[src/rtl/hrhv_pkg.sv]
// Shared types, codes and character tables for the HTTP request header validator.
package hrhv_pkg;

    // Default sizes
    localparam int HEADER_BUFFER_BYTES_DEF = 4096;
    localparam int HOST_MAX_CHARS_DEF      = 1025;

    // Verdict codes
    localparam logic [3:0] VERDICT_OK         = 4'd0;
    localparam logic [3:0] VERDICT_INCOMPLETE = 4'd1;
    localparam logic [3:0] VERDICT_TOO_LARGE  = 4'd2;
    localparam logic [3:0] VERDICT_BAD_TARGET = 4'd3;
    localparam logic [3:0] VERDICT_BAD_METHOD = 4'd4;
    localparam logic [3:0] VERDICT_BAD_PATH   = 4'd5;
    localparam logic [3:0] VERDICT_NO_VERSION = 4'd6;
    localparam logic [3:0] VERDICT_NO_HOST    = 4'd7;
    localparam logic [3:0] VERDICT_BAD_HOST   = 4'd8;

    // Response status codes
    localparam logic [8:0] STATUS_OK          = 9'd200;
    localparam logic [8:0] STATUS_BAD_REQUEST = 9'd400;
    localparam logic [8:0] STATUS_BAD_METHOD  = 9'd405;
    localparam logic [8:0] STATUS_TOO_LARGE   = 9'd413;

    // Control characters
    localparam logic [7:0] CHAR_CR  = 8'h0D;
    localparam logic [7:0] CHAR_LF  = 8'h0A;
    localparam logic [7:0] CHAR_TAB = 8'h09;

    // One received byte and its end-of-connection flag
    typedef struct packed {
        logic [7:0] rx_byte;
        logic       connection_end;
    } hrhv_item_t;

    // One verdict
    typedef struct packed {
        logic [3:0]  verdict;
        logic [8:0]  http_status;
        logic [11:0] header_bytes;
    } hrhv_result_t;

    // Status code that goes with a verdict.
    function automatic logic [8:0] status_of(input logic [3:0] v);
        logic [8:0] s;
        case (v)
            VERDICT_OK:         s = STATUS_OK;
            VERDICT_TOO_LARGE:  s = STATUS_TOO_LARGE;
            VERDICT_BAD_METHOD: s = STATUS_BAD_METHOD;
            default:            s = STATUS_BAD_REQUEST;
        endcase
        return s;
    endfunction

    // Characters of "GET /".
    function automatic logic [7:0] get_char(input logic [2:0] i);
        logic [7:0] ch;
        case (i)
            3'd0:    ch = "G";
            3'd1:    ch = "E";
            3'd2:    ch = "T";
            3'd3:    ch = " ";
            default: ch = "/";
        endcase
        return ch;
    endfunction

    // Characters of "HTTP/1.1".
    function automatic logic [7:0] version_char(input logic [2:0] i);
        logic [7:0] ch;
        case (i)
            3'd0:    ch = "H";
            3'd1:    ch = "T";
            3'd2:    ch = "T";
            3'd3:    ch = "P";
            3'd4:    ch = "/";
            3'd5:    ch = "1";
            3'd6:    ch = ".";
            default: ch = "1";
        endcase
        return ch;
    endfunction

    // Characters of "\nhost:" in lower case.
    function automatic logic [7:0] key_char(input logic [2:0] i);
        logic [7:0] ch;
        case (i)
            3'd0:    ch = CHAR_LF;
            3'd1:    ch = "h";
            3'd2:    ch = "o";
            3'd3:    ch = "s";
            3'd4:    ch = "t";
            default: ch = ":";
        endcase
        return ch;
    endfunction

endpackage

[src/rtl/hrhv_req_if.sv]
// Request byte channel: valid, ready and one received byte with its end flag.
interface hrhv_req_if;
    logic       valid;
    logic       ready;
    logic [7:0] rx_byte;
    logic       connection_end;

    modport source (output valid, output rx_byte, output connection_end, input ready);
    modport sink   (input valid, input rx_byte, input connection_end, output ready);
endinterface

[src/rtl/hrhv_res_if.sv]
// Verdict channel: valid, ready and one verdict with status and byte count.
interface hrhv_res_if;
    logic        valid;
    logic        ready;
    logic [3:0]  verdict;
    logic [8:0]  http_status;
    logic [11:0] header_bytes;

    modport source (output valid, output verdict, output http_status, output header_bytes,
                    input ready);
    modport sink   (input valid, input verdict, input http_status, input header_bytes,
                    output ready);
endinterface

[src/rtl/hrhv_in_reg.sv]
// Input register: holds one accepted request until the matchers consume it.
module hrhv_in_reg (
    input  logic                clk,
    input  logic                rst_n,
    hrhv_req_if.sink            req,
    input  logic                advance,
    output logic                item_valid,
    output hrhv_pkg::hrhv_item_t item
);

    logic                 valid_reg;
    logic                 valid_next;
    hrhv_pkg::hrhv_item_t item_reg;

    // Take a new request whenever the held one is empty or leaves this cycle.
    assign req.ready = !valid_reg || advance;

    always_comb
    begin
        valid_next = valid_reg;
        if (req.ready)
        begin
            valid_next = req.valid;
        end
    end

    always_ff @(posedge clk or negedge rst_n)
    begin
        if (!rst_n)
        begin
            valid_reg <= 1'b0;
        end
        else
        begin
            valid_reg <= valid_next;
        end
    end

    // Payload needs no reset.
    always_ff @(posedge clk)
    begin
        if (req.valid && req.ready)
        begin
            item_reg.rx_byte        <= req.rx_byte;
            item_reg.connection_end <= req.connection_end;
        end
    end

    assign item_valid = valid_reg;
    assign item       = item_reg;

endmodule

[src/rtl/hrhv_core.sv]
// Matcher state and verdict logic: one request byte is processed per step.
module hrhv_core #(
    parameter int HEADER_BUFFER_BYTES = hrhv_pkg::HEADER_BUFFER_BYTES_DEF,
    parameter int HOST_MAX_CHARS      = hrhv_pkg::HOST_MAX_CHARS_DEF
) (
    input  logic                   clk,
    input  logic                   rst_n,
    input  logic                   step,
    input  hrhv_pkg::hrhv_item_t   item,
    output logic                   emit,
    output hrhv_pkg::hrhv_result_t result
);

    localparam int CW = $clog2(HEADER_BUFFER_BYTES);
    localparam int LW = $clog2(HOST_MAX_CHARS + 1);
    localparam logic [CW-1:0] COUNT_LIMIT = CW'(HEADER_BUFFER_BYTES - 1);
    localparam logic [LW-1:0] HOST_LIMIT  = LW'(HOST_MAX_CHARS);

    // Host value phases
    localparam logic [2:0] HP_SEARCH  = 3'd0;
    localparam logic [2:0] HP_SKIP    = 3'd1;
    localparam logic [2:0] HP_PLAIN   = 3'd2;
    localparam logic [2:0] HP_BRACKET = 3'd3;
    localparam logic [2:0] HP_DONE    = 3'd4;
    localparam logic [2:0] HP_NONE    = 3'd5;

    // Method prefix states beyond the character positions
    localparam logic [2:0] PFX_SPACE   = 3'd4;
    localparam logic [2:0] PFX_SLASH   = 3'd5;
    localparam logic [2:0] PFX_NOSLASH = 3'd6;
    localparam logic [2:0] PFX_FAIL    = 3'd7;

    // Traversal matcher states
    localparam logic [2:0] TRV_IDLE  = 3'd0;
    localparam logic [2:0] TRV_SL    = 3'd1;
    localparam logic [2:0] TRV_SLDOT = 3'd2;
    localparam logic [2:0] TRV_PCT   = 3'd3;
    localparam logic [2:0] TRV_PCT2  = 3'd4;

    // Terminator matcher states
    localparam logic [1:0] TRM_IDLE   = 2'd0;
    localparam logic [1:0] TRM_CR     = 2'd1;
    localparam logic [1:0] TRM_CRLF   = 2'd2;
    localparam logic [1:0] TRM_CRLFCR = 2'd3;

    localparam logic [3:0] VER_LEN = 4'd8;
    localparam logic [2:0] KEY_LEN = 3'd6;

    logic [CW-1:0] byte_count_reg,  byte_count_next;
    logic          given_reg,       given_next;
    logic [1:0]    term_reg,        term_next;
    logic [2:0]    prefix_reg,      prefix_next;
    logic [2:0]    trav_reg,        trav_next;
    logic          trav_seen_reg,   trav_seen_next;
    logic [3:0]    ver_reg,         ver_next;
    logic          ver_seen_reg,    ver_seen_next;
    logic [2:0]    key_reg,         key_next;
    logic [2:0]    phase_reg,       phase_next;
    logic [LW-1:0] host_len_reg,    host_len_next;
    logic          host_bad_reg,    host_bad_next;

    logic [7:0]    c;
    logic [7:0]    lc;
    logic          take;
    logic          char_ok;
    logic          term_hit;
    logic [3:0]    verdict;
    logic [11:0]   count_out;

    assign c       = item.rx_byte;
    assign lc      = (c inside {["A":"Z"]}) ? c + 8'd32 : c;
    assign char_ok = c inside {["A":"Z"], ["a":"z"], ["0":"9"], "-", "."};

    always_comb
    begin
        byte_count_next = byte_count_reg;
        given_next      = given_reg;
        term_next       = term_reg;
        prefix_next     = prefix_reg;
        trav_next       = trav_reg;
        trav_seen_next  = trav_seen_reg;
        ver_next        = ver_reg;
        ver_seen_next   = ver_seen_reg;
        key_next        = key_reg;
        phase_next      = phase_reg;
        host_len_next   = host_len_reg;
        host_bad_next   = host_bad_reg;
        take            = 1'b0;
        term_hit        = 1'b0;
        emit            = 1'b0;
        verdict         = hrhv_pkg::VERDICT_OK;
        count_out       = 12'(byte_count_reg);

        if (step && item.connection_end)
        begin
            // Connection end: verdict if none yet, then rearm everything.
            emit            = !given_reg;
            verdict         = hrhv_pkg::VERDICT_INCOMPLETE;
            byte_count_next = '0;
            given_next      = 1'b0;
            term_next       = TRM_IDLE;
            prefix_next     = 3'd0;
            trav_next       = TRV_IDLE;
            trav_seen_next  = 1'b0;
            ver_next        = 4'd0;
            ver_seen_next   = 1'b0;
            key_next        = 3'd0;
            phase_next      = HP_SEARCH;
            host_len_next   = '0;
            host_bad_next   = 1'b0;
        end
        else if (step && !given_reg)
        begin
            byte_count_next = byte_count_reg + 1'b1;

            // Method and target prefix.
            if (prefix_reg < PFX_SPACE)
            begin
                prefix_next = (c == hrhv_pkg::get_char(prefix_reg)) ? prefix_reg + 3'd1
                                                                     : PFX_FAIL;
            end
            else if (prefix_reg == PFX_SPACE)
            begin
                prefix_next = (c == "/") ? PFX_SLASH : PFX_NOSLASH;
            end

            // Traversal: "/.." or "%2e".
            if (c == "." && trav_reg == TRV_SLDOT)
            begin
                trav_seen_next = 1'b1;
                trav_next      = TRV_IDLE;
            end
            else if (c == "e" && trav_reg == TRV_PCT2)
            begin
                trav_seen_next = 1'b1;
                trav_next      = TRV_IDLE;
            end
            else if (c == "/")
            begin
                trav_next = TRV_SL;
            end
            else if (c == "%")
            begin
                trav_next = TRV_PCT;
            end
            else if (c == "." && trav_reg == TRV_SL)
            begin
                trav_next = TRV_SLDOT;
            end
            else if (c == "2" && trav_reg == TRV_PCT)
            begin
                trav_next = TRV_PCT2;
            end
            else
            begin
                trav_next = TRV_IDLE;
            end

            // Version text anywhere.
            if (!ver_reg[3] && c == hrhv_pkg::version_char(ver_reg[2:0]))
            begin
                ver_next = ver_reg + 4'd1;
                if (ver_next == VER_LEN)
                begin
                    ver_seen_next = 1'b1;
                    ver_next      = 4'd0;
                end
            end
            else
            begin
                ver_next = (c == "H") ? 4'd1 : 4'd0;
            end

            // Host key and value.
            case (phase_reg)
                HP_SEARCH:
                begin
                    if (key_reg < KEY_LEN && lc == hrhv_pkg::key_char(key_reg))
                    begin
                        key_next = key_reg + 3'd1;
                        if (key_next == KEY_LEN)
                        begin
                            key_next   = 3'd0;
                            phase_next = HP_SKIP;
                        end
                    end
                    else
                    begin
                        key_next = (lc == hrhv_pkg::CHAR_LF) ? 3'd1 : 3'd0;
                    end
                end
                HP_SKIP:
                begin
                    if (c inside {" ", hrhv_pkg::CHAR_TAB})
                    begin
                        phase_next = HP_SKIP;
                    end
                    else if (c inside {hrhv_pkg::CHAR_CR, hrhv_pkg::CHAR_LF})
                    begin
                        phase_next = HP_NONE;
                    end
                    else if (c == "[")
                    begin
                        phase_next = HP_BRACKET;
                    end
                    else if (c == ":")
                    begin
                        host_bad_next = 1'b1;
                        phase_next    = HP_DONE;
                    end
                    else
                    begin
                        take       = 1'b1;
                        phase_next = HP_PLAIN;
                    end
                end
                HP_PLAIN:
                begin
                    if (c inside {":", " ", hrhv_pkg::CHAR_TAB, hrhv_pkg::CHAR_CR,
                                  hrhv_pkg::CHAR_LF})
                    begin
                        phase_next = HP_DONE;
                    end
                    else
                    begin
                        take = 1'b1;
                    end
                end
                HP_BRACKET:
                begin
                    if (c == "]")
                    begin
                        if (host_len_reg == '0)
                        begin
                            host_bad_next = 1'b1;
                        end
                        phase_next = HP_DONE;
                    end
                    else if (c inside {hrhv_pkg::CHAR_CR, hrhv_pkg::CHAR_LF})
                    begin
                        host_bad_next = 1'b1;
                        phase_next    = HP_DONE;
                    end
                    else
                    begin
                        take = 1'b1;
                    end
                end
                default:
                begin
                    phase_next = phase_reg;
                end
            endcase

            // Only the first characters of the value are checked.
            if (take && host_len_reg < HOST_LIMIT)
            begin
                if (!char_ok)
                begin
                    host_bad_next = 1'b1;
                end
                host_len_next = host_len_reg + 1'b1;
            end

            // End of headers.
            if (c == hrhv_pkg::CHAR_CR)
            begin
                term_next = (term_reg == TRM_CRLF) ? TRM_CRLFCR : TRM_CR;
            end
            else if (c == hrhv_pkg::CHAR_LF && term_reg == TRM_CR)
            begin
                term_next = TRM_CRLF;
            end
            else if (c == hrhv_pkg::CHAR_LF && term_reg == TRM_CRLFCR)
            begin
                term_next = TRM_IDLE;
                term_hit  = 1'b1;
            end
            else
            begin
                term_next = TRM_IDLE;
            end

            count_out = 12'(byte_count_next);

            // Checks in order once the headers are complete.
            if (term_hit)
            begin
                given_next = 1'b1;
                emit       = 1'b1;
                if (prefix_next != PFX_SLASH)
                begin
                    verdict = (prefix_next == PFX_NOSLASH) ? hrhv_pkg::VERDICT_BAD_TARGET
                                                           : hrhv_pkg::VERDICT_BAD_METHOD;
                end
                else if (trav_seen_next)
                begin
                    verdict = hrhv_pkg::VERDICT_BAD_PATH;
                end
                else if (!ver_seen_next)
                begin
                    verdict = hrhv_pkg::VERDICT_NO_VERSION;
                end
                else if (phase_next inside {HP_SEARCH, HP_SKIP, HP_NONE})
                begin
                    verdict = hrhv_pkg::VERDICT_NO_HOST;
                end
                else if (phase_next == HP_BRACKET || host_bad_next)
                begin
                    verdict = hrhv_pkg::VERDICT_BAD_HOST;
                end
                else
                begin
                    verdict = hrhv_pkg::VERDICT_OK;
                end
            end
            else if (byte_count_next == COUNT_LIMIT)
            begin
                given_next = 1'b1;
                emit       = 1'b1;
                verdict    = hrhv_pkg::VERDICT_TOO_LARGE;
            end
        end
    end

    assign result.verdict      = verdict;
    assign result.http_status  = hrhv_pkg::status_of(verdict);
    assign result.header_bytes = count_out;

    always_ff @(posedge clk or negedge rst_n)
    begin
        if (!rst_n)
        begin
            byte_count_reg <= '0;
            given_reg      <= 1'b0;
            term_reg       <= TRM_IDLE;
            prefix_reg     <= 3'd0;
            trav_reg       <= TRV_IDLE;
            trav_seen_reg  <= 1'b0;
            ver_reg        <= 4'd0;
            ver_seen_reg   <= 1'b0;
            key_reg        <= 3'd0;
            phase_reg      <= HP_SEARCH;
            host_len_reg   <= '0;
            host_bad_reg   <= 1'b0;
        end
        else
        begin
            byte_count_reg <= byte_count_next;
            given_reg      <= given_next;
            term_reg       <= term_next;
            prefix_reg     <= prefix_next;
            trav_reg       <= trav_next;
            trav_seen_reg  <= trav_seen_next;
            ver_reg        <= ver_next;
            ver_seen_reg   <= ver_seen_next;
            key_reg        <= key_next;
            phase_reg      <= phase_next;
            host_len_reg   <= host_len_next;
            host_bad_reg   <= host_bad_next;
        end
    end

    // Once a verdict is out, further bytes give nothing until connection end.
    assert property (@(posedge clk) disable iff (!rst_n)
        (given_reg && !item.connection_end) |-> !emit)
        else $error("verdict emitted twice for one request");

    // A connection end rearms the block.
    assert property (@(posedge clk) disable iff (!rst_n)
        (step && item.connection_end) |=> (byte_count_reg == '0 && !given_reg))
        else $error("block not rearmed after connection end");

    // The checked host length never passes its limit.
    assert property (@(posedge clk) disable iff (!rst_n)
        host_len_reg <= HOST_LIMIT)
        else $error("host length beyond limit");

    // The byte count never passes the buffer limit.
    assert property (@(posedge clk) disable iff (!rst_n)
        byte_count_reg <= COUNT_LIMIT)
        else $error("byte count beyond buffer limit");

endmodule

[src/rtl/hrhv_out_reg.sv]
// Result register: holds one verdict until the receiver takes it.
module hrhv_out_reg (
    input  logic                   clk,
    input  logic                   rst_n,
    input  logic                   load,
    input  hrhv_pkg::hrhv_result_t load_data,
    output logic                   can_take,
    hrhv_res_if.source             res
);

    logic                   valid_reg;
    logic                   valid_next;
    hrhv_pkg::hrhv_result_t data_reg;

    // Room for a new verdict when empty or when the held one leaves now.
    assign can_take = !valid_reg || res.ready;

    always_comb
    begin
        valid_next = valid_reg;
        if (load)
        begin
            valid_next = 1'b1;
        end
        else if (res.ready)
        begin
            valid_next = 1'b0;
        end
    end

    always_ff @(posedge clk or negedge rst_n)
    begin
        if (!rst_n)
        begin
            valid_reg <= 1'b0;
        end
        else
        begin
            valid_reg <= valid_next;
        end
    end

    always_ff @(posedge clk)
    begin
        if (load)
        begin
            data_reg <= load_data;
        end
    end

    assign res.valid        = valid_reg;
    assign res.verdict      = data_reg.verdict;
    assign res.http_status  = data_reg.http_status;
    assign res.header_bytes = data_reg.header_bytes;

endmodule

[src/rtl/http_request_header_validator.sv]
// Top level of the HTTP request header validator.
//
// The req channel carries one received byte per request (rx_byte) together
// with connection_end; the res channel carries one verdict per HTTP request
// with its status code (200, 400, 405 or 413) and the number of bytes counted.
// A verdict is given when CR LF CR LF ends the headers, when the byte limit
// of HEADER_BUFFER_BYTES - 1 is reached, or at connection end if none was
// given yet. Bytes after a verdict are dropped until connection end.
//
// Throughput is one request per cycle while res.ready is high: the matcher
// update is short logic between the input register and the result register,
// and a new request is accepted while the previous one is being matched. A
// verdict passes through the input register and then the result register
// before it is offered on res.
// When the receiver stalls, the verdict waits in the result register; the
// request in the input register waits behind it, so req.ready drops only
// while both are full and res.ready is low.
// Reset clears all matcher state and empties both registers.
module http_request_header_validator #(
    parameter int HEADER_BUFFER_BYTES = hrhv_pkg::HEADER_BUFFER_BYTES_DEF,
    parameter int HOST_MAX_CHARS      = hrhv_pkg::HOST_MAX_CHARS_DEF
) (
    input  logic       clk,
    input  logic       rst_n,
    hrhv_req_if.sink   req,
    hrhv_res_if.source res
);

    logic                   item_valid;
    hrhv_pkg::hrhv_item_t   item;
    logic                   advance;
    logic                   can_take;
    logic                   emit;
    hrhv_pkg::hrhv_result_t result;

    // The held request is processed once the result register has room.
    assign advance = item_valid && can_take;

    hrhv_in_reg u_in_reg (
        .clk        (clk),
        .rst_n      (rst_n),
        .req        (req),
        .advance    (advance),
        .item_valid (item_valid),
        .item       (item)
    );

    hrhv_core #(
        .HEADER_BUFFER_BYTES (HEADER_BUFFER_BYTES),
        .HOST_MAX_CHARS      (HOST_MAX_CHARS)
    ) u_core (
        .clk    (clk),
        .rst_n  (rst_n),
        .step   (advance),
        .item   (item),
        .emit   (emit),
        .result (result)
    );

    hrhv_out_reg u_out_reg (
        .clk       (clk),
        .rst_n     (rst_n),
        .load      (advance && emit),
        .load_data (result),
        .can_take  (can_take),
        .res       (res)
    );

endmodule

[src/flat_wrapper.sv]
// flat-port wrapper written by rule: the top's interface ports become plain ports
module http_request_header_validator_flat 
#(
    parameter int HEADER_BUFFER_BYTES = hrhv_pkg::HEADER_BUFFER_BYTES_DEF,
    parameter int HOST_MAX_CHARS      = hrhv_pkg::HOST_MAX_CHARS_DEF
)
  (clk, rst_n, req_valid, req_rx_byte, req_connection_end, req_ready, res_valid, res_verdict, res_http_status, res_header_bytes, res_ready);
  hrhv_req_if req_i ();
  hrhv_res_if res_i ();
  input  logic clk;
  input  logic rst_n;
  input wire logic [$bits(req_i.valid)-1:0] req_valid;
  input wire logic [$bits(req_i.rx_byte)-1:0] req_rx_byte;
  input wire logic [$bits(req_i.connection_end)-1:0] req_connection_end;
  output wire logic [$bits(req_i.ready)-1:0] req_ready;
  output wire logic [$bits(res_i.valid)-1:0] res_valid;
  output wire logic [$bits(res_i.verdict)-1:0] res_verdict;
  output wire logic [$bits(res_i.http_status)-1:0] res_http_status;
  output wire logic [$bits(res_i.header_bytes)-1:0] res_header_bytes;
  input wire logic [$bits(res_i.ready)-1:0] res_ready;
  assign req_i.valid = req_valid;
  assign req_i.rx_byte = req_rx_byte;
  assign req_i.connection_end = req_connection_end;
  assign req_ready = req_i.ready;
  assign res_valid = res_i.valid;
  assign res_verdict = res_i.verdict;
  assign res_http_status = res_i.http_status;
  assign res_header_bytes = res_i.header_bytes;
  assign res_i.ready = res_ready;
  http_request_header_validator #(.HEADER_BUFFER_BYTES(HEADER_BUFFER_BYTES), .HOST_MAX_CHARS(HOST_MAX_CHARS)) u_core (.clk(clk), .rst_n(rst_n), .req(req_i), .res(res_i));
endmodule
[config.mk]
export PLATFORM = sky130hd
export DESIGN_NAME = http_request_header_validator_flat
export DESIGN_NICKNAME = d
export VERILOG_FILES = /design/src/rtl/hrhv_pkg.sv /design/src/rtl/hrhv_req_if.sv /design/src/rtl/hrhv_res_if.sv /design/src/rtl/hrhv_in_reg.sv /design/src/rtl/hrhv_core.sv /design/src/rtl/hrhv_out_reg.sv /design/src/rtl/http_request_header_validator.sv /design/src/flat_wrapper.sv
export SDC_FILE = /design/constraint.sdc
export NUM_CORES = 1
export LEC_CHECK = 0
export BUFFER_PORTS_ARGS = -buffer_cell sky130_fd_sc_hd__buf_4
export CAP_MARGIN = 20
export CORE_MARGIN = 2
export CORE_UTILIZATION = 35
export DETAILED_ROUTE_END_ITERATION = 6
export GPL_TIMING_DRIVEN = 0
export HOLD_SLACK_MARGIN = 0.1
export PLACE_DENSITY = 0.59
export SLEW_MARGIN = 20
export SYNTH_ARGS = -nofsm -noshare
export SYNTH_HDL_FRONTEND = slang
export SYNTH_HIERARCHICAL = 1
export SYNTH_SLANG_ARGS = --single-unit
[constraint.sdc]
create_clock -name clk -period 7.6 [get_ports clk]
set_clock_uncertainty 0.1 [all_clocks]
set_input_delay 1.14 -clock clk [delete_from_list [all_inputs] [get_ports clk]]
set_output_delay 1.14 -clock clk [all_outputs]
set_load 0.02 [all_outputs]
* Word-level counts from Yosys, hierarchy flattened
Cells that the tools add are included.
** Cells by class
- Add/subtract/negate cells :: 6
- Order comparisons :: 9
- Equality and inequality tests :: 51
- Muxes and demuxes :: 126
- Reductions and logical operators :: 45
** Operator list (number)
- two-way mux 3 bit :: 34
- two-way mux 8 bit :: 9
- case mux 7 bit (5 select lines) :: 2
- equality test 8 x 6 -> 1 bit (second input constant) :: 7
- two-way mux 1 bit :: 51
- two-way mux 4 bit :: 12
- two-way mux 12 bit :: 3
- equality test 3 x 2 -> 1 bit (second input constant) :: 11
- two-way mux 11 bit :: 3
- equality test 8 x 4 -> 1 bit (second input constant) :: 4
- equality test 8 x 7 -> 1 bit (second input constant) :: 4
- case mux 7 bit (4 select lines) :: 1
- case mux 9 bit (3 select lines) :: 1
- equality test 3 bit (second input constant) :: 8
- equality test 8 bit :: 3
- equality test 3 x 1 -> 1 bit (second input constant) :: 6
- logical AND 1 bit :: 17
- >= comparator 8 x 7 -> 1 bit (second input constant) :: 2
- <= comparator 8 x 7 -> 1 bit (second input constant) :: 2
- logical NOT 3 bit :: 5
- two-way mux 2 bit :: 7
- adder 12 x 1 -> 12 bit (second input constant) :: 1
- equality test 12 bit (second input constant) :: 1
- case mux 3 bit (4 select lines) :: 1
- 25 further kinds :: 42
** Storage, ports and cells
- Register bits after elaboration :: 81
- Bits of input ports :: 13
- Output and inout bits :: 27
- Word-level logic and storage cells :: 256

* Logic depth before layout (Yosys ltp)
Gate-level depths: netlist of the first run.
- Depth after elaboration :: 24
- Gate-level depth with buffers :: 12
- Gate-level depth less buffers :: 10

* Cells and area by module
Netlist of the first run, hierarchy kept.
** Modules (own cells, without submodules)
- hrhv_core :: instances 1, cells an instance 546, area each 4252.8 µm², sequential area each 1126.1 µm²
- hrhv_out_reg :: instances 1, cells an instance 28, area each 798.3 µm², sequential area each 775.7 µm²
- hrhv_in_reg :: instances 1, cells an instance 13, area each 324.1 µm², sequential area each 295.3 µm²
- http_request_header_validator :: instances 1, cells an instance 2, area each 12.5 µm², sequential area each 0.0 µm²

* Worst setup path before layout of the first run
Ideal clock, no wire load.
- Path type :: input-to-reg
- From :: in res_ready
- To :: reg u_core.u_out_reg.data_reg (netlist bit u_core/u_out_reg/res.header_bytes[0]), enable pin
- Setup time :: 385 ps
- Arrival :: 3285 ps
- Required time :: 7115 ps
- Path slack :: 3831 ps
- Cell stages on the path :: 10
- Buffers on the path :: 1
- Cells stage by stage :: nand2b_4 > and2_1 > nor2b_1 > clkbuf_1 > nand2_1 > a21oi_1 > nand3_1 > and2_1 > o21ai_0 > and3_1
** On the way
- Word-level cells in the longest chain between the ends :: 6
- Elaborated cells between the ends (all ways) :: 7
- Classes of those cells :: mux: 2; reduce/logical: 5
** Ends and longest elaborated chain
- start, declared :: line flat_wrapper.sv:20 : input wire logic [$bits(res_i.ready)-1:0] res_ready;
- logical OR 1 bit (*) :: line hrhv_out_reg.sv:16 : assign can_take = !valid_reg || res.ready;
- logical AND 1 bit (*) :: line http_request_header_validator.sv:37 : assign advance = item_valid && can_take;
- named net u_core.advance :: line http_request_header_validator.sv:31 : logic advance;
- logical AND 1 bit :: line hrhv_core.sv:112 : else if (step && !given_reg)
- two-way mux 1 bit :: line hrhv_core.sv:112
- two-way mux 1 bit (*) :: line hrhv_core.sv:94 : if (step && item.connection_end)
- named net u_core.emit :: line http_request_header_validator.sv:33 : logic emit;
- logical AND 1 bit (*) :: line http_request_header_validator.sv:63 : .load (advance && emit),
- end signal, assigned :: line hrhv_out_reg.sv:47 : data_reg <= load_data;
- end, declared :: line hrhv_out_reg.sv:13 : hrhv_pkg::hrhv_result_t data_reg;
The timed path passes the listed nets; every way through them passes the cells marked *.
A chain may end at the register's enable or synchronous reset.

* Worst setup path after layout of the first run
- From :: in res_ready
- To :: reg u_core.u_out_reg.data_reg (netlist bit u_core/u_out_reg/res.header_bytes[7]), enable pin
** On the way
- Word-level cells in the longest chain between the ends :: 6
- Elaborated cells between the ends (all ways) :: 7
- Classes of those cells :: mux: 2; reduce/logical: 5
** Ends and longest elaborated chain
- logical OR 1 bit (*) :: line hrhv_out_reg.sv:16
- named net u_core.can_take :: line http_request_header_validator.sv:32 : logic can_take;
- logical AND 1 bit (*) :: line http_request_header_validator.sv:37
- named net u_core.advance :: line http_request_header_validator.sv:31
- logical AND 1 bit :: line hrhv_core.sv:112
- two-way mux 1 bit :: line hrhv_core.sv:112
- two-way mux 1 bit (*) :: line hrhv_core.sv:94
- named net u_core.emit :: line http_request_header_validator.sv:33
- logical AND 1 bit (*) :: line http_request_header_validator.sv:63
Marks and branches as above.

==> flow_summary.ini, run 1 <==
[worst_hold_path]
min_path_type = flip-flop to flip-flop
hold_start = u_core/u_core/term_reg[0]$_DFFE_PN0P_

[logic_synthesis]
ys_seq_area_share_pct = 40.8
synthTopCellsByCount = nand2_1 (54), nor2_1 (52), dfrtp_1 (47)
synthArstFlopShare_pct = 58.0
synth_cells = 589
yosys_warnings = 6
synth_top_area_share_pct = 21.8
yosys.area.top_type = dfrtp_1
synth-edff-count = 34
synth_most_common_cell = nand2_1
avgSynthCellArea_um2 = 9.15
synth_seq_cells = 81
synth_ff_type = dfrtp_1
synthTopCellsByArea = dfrtp_1 (22%), edfxtp_1 (19%), ha_1 (5.1%)
synth.distinct_cells = 81
netlist_area_mm2 = 0.00539

[final_layout]
stdcell_area_mm2 = 0.00620
drive_gt1_share_pct = 13.8
nFillCells = 1486
synthToLayoutAreaGrowth_pct = 15.1
antenna_cells = 0
fin_nets = 675

[worst_setup_path]
worstPathMaxFanout = 26
end_kind = flip-flop
r2r_start = u_core/u_core/ver_reg[0]$_DFFE_PN0P_
cp-startpoint = res_ready
cp.arrival_ps = 4080
required_ps = 7490
criticalPathCategory = input port to flip-flop
cp-start-kind = input port

[clock_network]
post-cts-setup-buffers = 0
cts_sinks = 81
postCtsHoldBufs = 0
cts_tree = built
htreeDepth = 3
clock_path_buffers = 2
cts-root-buf = clkbuf_16
clk_pin_slew_ps = 70
ctsResizeCount = 0
clock_latency_ps = 360
cts_buffers = 9

[timing]
finalSetupTns_ps = 0
fmax_ghz = 0.239
hold_violations = 0
drv_slew = 0
tightest_slew_ps = 776
period_share_pct = 55.2
min_period_ps = 4190
grt_setup_unrepaired = no
setup-violations-final = 0
relSlewSlack_pct = 47.6

[detailed_routing]
wl_per_cell_um = 16.3
drtPass1Iterations = 6
dr_total_vias = 4691
routed_wl_mm = 13.5
viasPerCell = 5.63
ant_nets = 0
drc_errors = 0
dr.first_iter.drc_count = 410

[floorplanning]
die_h_um = 128
die_area_mm2 = 0.0164
num_rows = 45
fp.coreArea_mm2 = 0.0151
ios = 40
initial_core_util_pct = 35.6
die_width_um = 128

[placed_design]
place_hpwl_mm = 9.71
placedInstanceArea_mm2 = 0.00592
io_buffers = 39
gp_congestion = 0.915

[power_and_ir_drop]
leakagePower_nw = 2.43
p_switching_uw = 428
power.density_mw_per_mm2 = 203
pwr-share-clk_pct = 33.3
combPwrFrac_pct = 25.5
swShare_pct = 33.9
seq_power_share_pct = 41.2
p_int_uw = 834
ir_worst_vdd_mv = 0.101

[run]
maxCapViolCount = 0

[outcome]
status = completed

[grt]
antenna_found_initial = 0
grt_start_max_net_pins = 48
grt_remaining_overflow = 0
grt_pass1_wl_mm = 22.5
grt_pass1_vias = 4521
grtUsageTotal_pct = 17.2
layer usage:
| layer | track usage (%) | vias up | share of wire, % |
|---|---|---|---|
| li1 | - | 2254 | - |
| met1 | 22.1 | 2252 | 46 |
| met4 | 6.85 | 0 | 2.6 |
| met3 | 4.13 | 33 | 4.8 |
| met2 | 28.1 | 152 | 46 |
| met5 | 0 | - | 0 |
path summary, 6_finish.rpt:
check                                                                  to  slack, ps  cells past startpoint
hold / removal                      u_core/u_core/term_reg[0]$_DFFE_PN0P_        420                      2
setup reg to reg            u_core/u_out_reg/res.http_status[8]$_DFFE_PP_       3610                     11
min in group asynchronous            u_core/u_core/ver_reg[1]$_DFFE_PN0P_        680                      1
setup / recovery           u_core/u_out_reg/res.header_bytes[7]$_DFFE_PP_       3410                     11
hold reg to reg                     u_core/u_core/term_reg[0]$_DFFE_PN0P_        420                      2
max in group asynchronous       u_core/u_core/host_len_reg[9]$_DFFE_PN0P_       6260                      1
worst max-delay path: stages:
cell and delay [ps]:
buf_4 80, nand2b_4 110, and2_1 190, nor2b_1 200, clkbuf_1 500, nand2_1 430, a21oi_1 360, nand3_1 170
and2_1 240, o21ai_0 80, and3_2 570
final cells by class:
class,instances,area (um2),share of cell area (%)
Timing Repair Buffer,39,293,4.72
Buffer,42,201,3.25
Tap cell,188,235,3.79
Clock buffer,9,225,3.63
Clock inverter,7,55.1,0.888
Multi-Input combinational cell,438,2890,46.5
Inverter,29,109,1.76
Sequential cell,81,2200,35.4
placed cells by master (no fill, tap or decap), drive strengths merged, types with 5 or more instances in the layout:
cell    count
dfrtp      47
a31oi       9
inv        31
a21oi      20
a211oi      7
nand2b      9
ha         22
buf        57
nor2b       9
nor4       11
and2        9
nand4      14
nor3       18
xnor2      19
o211ai     10
xor2       18
a311oi      5
nand2      54
edfxtp     34
nor2       52
clkbuf     33
or3        10
nand3      19
o21ai      34
o41ai       7
power groups by stage:
| stage | logic (mW) | registers, mW | clock network (mW) |
|---|---|---|---|
| floorplan | 0.210 | 0.538 | 0 |
| global placement | 0.311 | 0.527 | 0 |
| detailed placement | 0.318 | 0.528 | 0 |
| CTS | 0.320 | 0.519 | 0.431 |
| global route | 0.358 | 0.524 | 0.447 |
| finish | 0.321 | 0.520 | 0.421 |
kinds of logic after synthesis:
family          Yosys count  synth area share, %
flops                    81                 40.8
buf+inv                  71                 5.76
fa+ha+maj                22                 5.11
other cells               2                0.139
xor+xnor                 37                 6.01
compound gates          137                 17.9
simple gates            237                 23.9
mux                       2                0.372
stage by stage:
step	power, mW	instances	hold WS [ps]	setup slack (ps)	util (%)
6_report	1.26	833	416	3410	40.9
5_1_grt	1.33	833	435	3230	40.9
4_1_cts	1.27	833	416	3110	40.9
3_5_place_dp	0.846	817	399	2740	39.1
3_3_place_gp	0.838	817	373	2800	39.1
2_1_floorplan	0.748	590	358	3830	-
No activity file was read; power rests on OpenSTA's default activity.
==> run 2: changes to the inputs <==
--- a/config.mk
+++ b/config.mk
@@ -12,7 +12,7 @@
 export DETAILED_ROUTE_END_ITERATION = 6
 export GPL_TIMING_DRIVEN = 0
 export HOLD_SLACK_MARGIN = 0.1
-export PLACE_DENSITY = 0.59
+export PLACE_DENSITY = 0.61
 export SLEW_MARGIN = 20
 export SYNTH_ARGS = -nofsm -noshare
 export SYNTH_HDL_FRONTEND = slang
==> constraint.sdc (replaced) <==
create_clock -name clk -period 3.6 [get_ports clk]
set_clock_uncertainty 0.1 [all_clocks]
set_input_delay 0.54 -clock clk [delete_from_list [all_inputs] [get_ports clk]]
set_output_delay 0.54 -clock clk [all_outputs]
set_load 0.02 [all_outputs]
==> flow_summary.ini, run 2 (synthesis gave the netlist of run 1 again) <==
[placed_design]
gp_congestion = 0.883
place_hpwl_mm = 9.72
place_inst = 817
io_buffers = 39

[final_layout]
antenna_cells = 0
drive_gt1_share_pct = 18.5
nFillCells = 1424
fin_nets = 678
final_common_cell = nand2_1
fin_cells = 836
layout_common_cells = nand2_1 (54), nor2_1 (51), buf_4 (50)
synthToLayoutAreaGrowth_pct = 18.5

[detailed_routing]
dr.first_iter.drc_count = 522
ant_nets = 0
drtPass1Iterations = 5
dr_total_vias = 4704
viasPerCell = 5.63
drc_errors = 0
wl_per_cell_um = 16.3
routed_wl_mm = 13.6

[worst_setup_path]
cp-start-kind = flip-flop
end_kind = flip-flop
crit_path_cell_trace = or4b_4 -> a2bb2oi_1 -> o211a_1 -> o21a_1 -> a311oi_2 -> o211ai_1 -> and4_4 -> or4_1 -> buf_4
r2r_start = u_core/u_in_reg/item[5]$_DFFE_PP_
worstPathMaxFanout = 10
cp-startpoint = u_core/u_in_reg/item[5]$_DFFE_PP_
required_ps = 3610
cp_slowest_cell = or4b_4
crit_family = simple AND/OR/NAND/NOR gates
criticalPathCategory = flip-flop to flip-flop
cp.arrival_ps = 3510
path_buf_inv = 1
cp_slowest_stage_delay_ps = 620

[power_and_ir_drop]
p_switching_uw = 913
p_int_mw = 1.85
ir_worst_vdd_mv = 0.202
seq_power_share_pct = 40.1
leakagePower_nw = 2.52
power.density_mw_per_mm2 = 433
combPwrFrac_pct = 25.8
power_mw = 2.76
pwr-share-clk_pct = 34.2
swShare_pct = 33.0

[run]
maxCapViolCount = 0

[floorplanning]
num_rows = 45
fp.coreArea_mm2 = 0.0151
ios = 40
die_h_um = 128
die_area_mm2 = 0.0164
die_width_um = 128
initial_core_util_pct = 35.6

[clock_network]
cts_tree = built
clock_latency_ps = 350
htreeDepth = 3
cts-root-buf = clkbuf_16
clk_pin_slew_ps = 70
clock_path_buffers = 2
cts_sinks = 81
cts_buffers = 9
postCtsHoldBufs = 0

[grt]
antenna_found_initial = 0
grt_pass1_wl_mm = 22.4
grt_pass1_vias = 4505
grt_remaining_overflow = 0
grt_start_max_net_pins = 48
grtUsageTotal_pct = 17.0

[timing]
drv_slew = 0
hold_violations = 0
holdWs_ps = 106
fmax_ghz = 0.286
relSlewSlack_pct = 48.9
period_share_pct = 97.1
finalSetupTns_ps = 0
min_period_ps = 3490
tightest_slew_ps = 766
setup-violations-final = 0

[outcome]
status = completed

[worst_hold_path]
min_path_type = input port to async pin
run 2: layout make-up:
cell class                      instances  area (um2)  area share [%]
Multi-Input combinational cell        438        3000            47.0
Sequential cell                        81        2200            34.5
Timing Repair Buffer                   45         338            5.29
Tap cell                              188         235            3.68
Clock buffer                           10         229            3.59
Buffer                                 39         198            3.10
Inverter                               29         111            1.74
Clock inverter                          6        67.6            1.06
run 2: power by group through the flow:
stage	Sequential, mW	Combinational (mW)	Clock (mW)
floorplan	1.14	0.443	0
global placement	1.11	0.659	0
detailed placement	1.11	0.672	0
CTS	1.10	0.677	0.965
global route	1.11	0.784	1.00
finish	1.11	0.711	0.944
run 2: per-stage QoR:
stage	utilization [%]	setup WS (ps)	area (um2)
2_1_floorplan	-	300	5390
3_3_place_gp	39.1	-560	5920
3_5_place_dp	39.1	-607	5920
4_1_cts	41.4	1.44	6260
5_1_grt	42.2	-20.6	6390
6_report	42.2	105	6390
run 2: layer usage:
metal	routed length [um]	part of all wire, %	track usage [%]
met5	0	0	0
met4	311	2.3	7.43
met3	714	5.3	2.84
met2	6310	46	27.6
met1	6250	46	22.3
run 2: repair_timing:
item,in CTS,in global routing
endpoints found under the setup margin,28,30
resized for setup,9,28
pin swaps,2,9
setup buffers,1,5
run 2: worst paths after layout:
kind                                                                      end  slack [ps]  cells past startpoint
worst max-delay path            u_core/u_out_reg/res.http_status[8]$_DFFE_PP_         110                      9
worst min-delay path                     u_core/u_core/ver_reg[1]$_DFFE_PN0P_         110                      1
worst max register to register  u_core/u_out_reg/res.http_status[8]$_DFFE_PP_         110                      9
worst min register to register     u_core/u_core/byte_count_reg[11]$_DFF_PN0_         410                      1
min in group clk                            u_core/u_in_reg/item[0]$_DFFE_PP_         260                      1
max in group asynchronous                u_core/u_core/key_reg[0]$_DFFE_PN0P_        2810                      1
==> run 3: changes to the inputs <==
--- a/config.mk
+++ b/config.mk
@@ -12,7 +12,6 @@
 export DETAILED_ROUTE_END_ITERATION = 6
 export GPL_TIMING_DRIVEN = 0
 export HOLD_SLACK_MARGIN = 0.1
-export PLACE_DENSITY = 0.61
 export SLEW_MARGIN = 20
 export SYNTH_ARGS = -nofsm -noshare
 export SYNTH_HDL_FRONTEND = slang
==> flow_summary.ini, run 3 (synthesis gave the netlist of run 1 again) <==
[outcome]
status = completed

[worst_setup_path]
cp-startpoint = u_core/u_in_reg/item[3]$_DFFE_PP_
cp.arrival_ps = 3660
end_kind = flip-flop
required_ps = 3730
cp-start-kind = flip-flop
worstPathMaxFanout = 10
r2r_cells = 12
r2r_start = u_core/u_in_reg/item[3]$_DFFE_PP_
criticalPathCategory = flip-flop to flip-flop

[timing]
finalSetupTns_ps = 0
hold_violations = 0
grt_setup_unrepaired = no
holdWs_ps = 91.4
setup-violations-final = 0
setup_slack_ps = 61.7
fmax_ghz = 0.283
min_period_ps = 3540
relSlewSlack_pct = 51.3
period_share_pct = 98.3
tightest_slew_ps = 730
drv_slew = 0

[final_layout]
nFillCells = 1476
final_common_cell = nand2_1
layout_common_cells = nand2_1 (54), buf_4 (53), nor2_1 (51)
stdcell_area_mm2 = 0.00641
synthToLayoutAreaGrowth_pct = 19.1
drive_gt1_share_pct = 18.8
antenna_cells = 0
fin_nets = 680

[grt]
grt_pass1_wl_mm = 23.2
grt_pass1_vias = 4651
grtUsageTotal_pct = 17.5
antenna_found_initial = 0
grt_remaining_overflow = 0
grt_start_max_net_pins = 48

[placed_design]
io_buffers = 39
placedInstanceArea_mm2 = 0.00592
place_hpwl_mm = 9.86
gp_congestion = 0.884
post-place-ws_ps = -643

[power_and_ir_drop]
power_mw = 2.76
leakagePower_nw = 2.54
power.density_mw_per_mm2 = 431
ir_worst_vdd_mv = 0.208

[floorplanning]
num_rows = 45
initial_core_util_pct = 35.6
die_width_um = 128
ios = 40
die_area_mm2 = 0.0164
die_h_um = 128
fp.coreArea_mm2 = 0.0151

[clock_network]
cts-root-buf = clkbuf_16
clk_pin_slew_ps = 70
cts_buffers = 9
cts_sinks = 81
cts_tree = built
clock_latency_ps = 350
clock_path_buffers = 2
htreeDepth = 3

[detailed_routing]
ant_nets = 0
dr.first_iter.drc_count = 507
drc_errors = 0
wl_per_cell_um = 16.6
top_layer_used = met4
routed_wl_mm = 13.9
wl_met1_mm = 6.50
dr_total_vias = 4749
viasPerCell = 5.67
met2_length_mm = 6.40
drtPass1Iterations = 6
met3WireLength_um = 630

[worst_hold_path]
min_path_type = input port to async pin

[run]
maxCapViolCount = 0
## run 3: cell count changes in the layout (fill, tap and decap cells not counted), sizes merged
cell / change
buf: +2
## run 3: repair_timing
action	in CTS	in global routing
buffers inserted	1	7
hold endpoints to repair	0	0
pin swaps	3	8
endpoints found under the setup margin	28	29
hold buffers	0	0
gates resized for setup	10	28
## run 3: worst paths after layout
| path | endpoint | slack (ps) |
|---|---|---|
| worst max-delay path | u_core/u_out_reg/res.http_status[2]$_DFFE_PP_ | 60 |
| worst min-delay path | u_core/u_core/ver_reg[1]$_DFFE_PN0P_ | 90 |
| worst max register to register | u_core/u_out_reg/res.http_status[2]$_DFFE_PP_ | 60 |
| worst min register to register | u_core/u_core/term_reg[0]$_DFFE_PN0P_ | 400 |
| max in group asynchronous | u_core/u_core/prefix_reg[0]$_DFFE_PN0P_ | 2840 |
| min in group clk | u_core/u_in_reg/item[1]$_DFFE_PP_ | 260 |
## run 3: stage by stage
stage / cells / utilization (%)
after floorplan: 590 / -
after global placement: 817 / 39.1
after detailed placement: 817 / 39.1
after CTS: 833 / 41.4
after global routing: 838 / 42.4
final: 838 / 42.4
## run 3: power by group
part / internal [mW] / total, mW / switching, mW
clock network: 0.540 / 0.936 / 0.396
registers: 1.05 / 1.11 / 0.0623
logic: 0.264 / 0.718 / 0.453
## run 3: worst max-delay path: stages, from the launching register on
cell	delay, ps
edfxtp_1	360
buf_6	140
clkbuf_1	430
nor3b_1	120
o211ai_1	330
nand2_1	140
a22o_1	220
a311oi_1	510
o211ai_1	240
buf_4	190
a221oi_1	290
o22a_1	230
buf_4	110
## run 3: area by class of cell
class,count,area (um2),area share [%]
well taps,188,235,3.67
clock inverters,6,67.6,1.05
clock buffers,10,229,3.57
repair buffers,47,353,5.50
flip-flops and latches,81,2200,34.3
plain buffers,39,198,3.08
multi-input cells,438,3020,47.1
inverters,29,109,1.70
## run 3: per-layer routing
metal  global-route usage (%)  up-vias
met4                     8.34        0
li1                         -     2266
met2                     28.4      155
met3                     2.42       33
met1                     23.1     2295
met5                        0        -
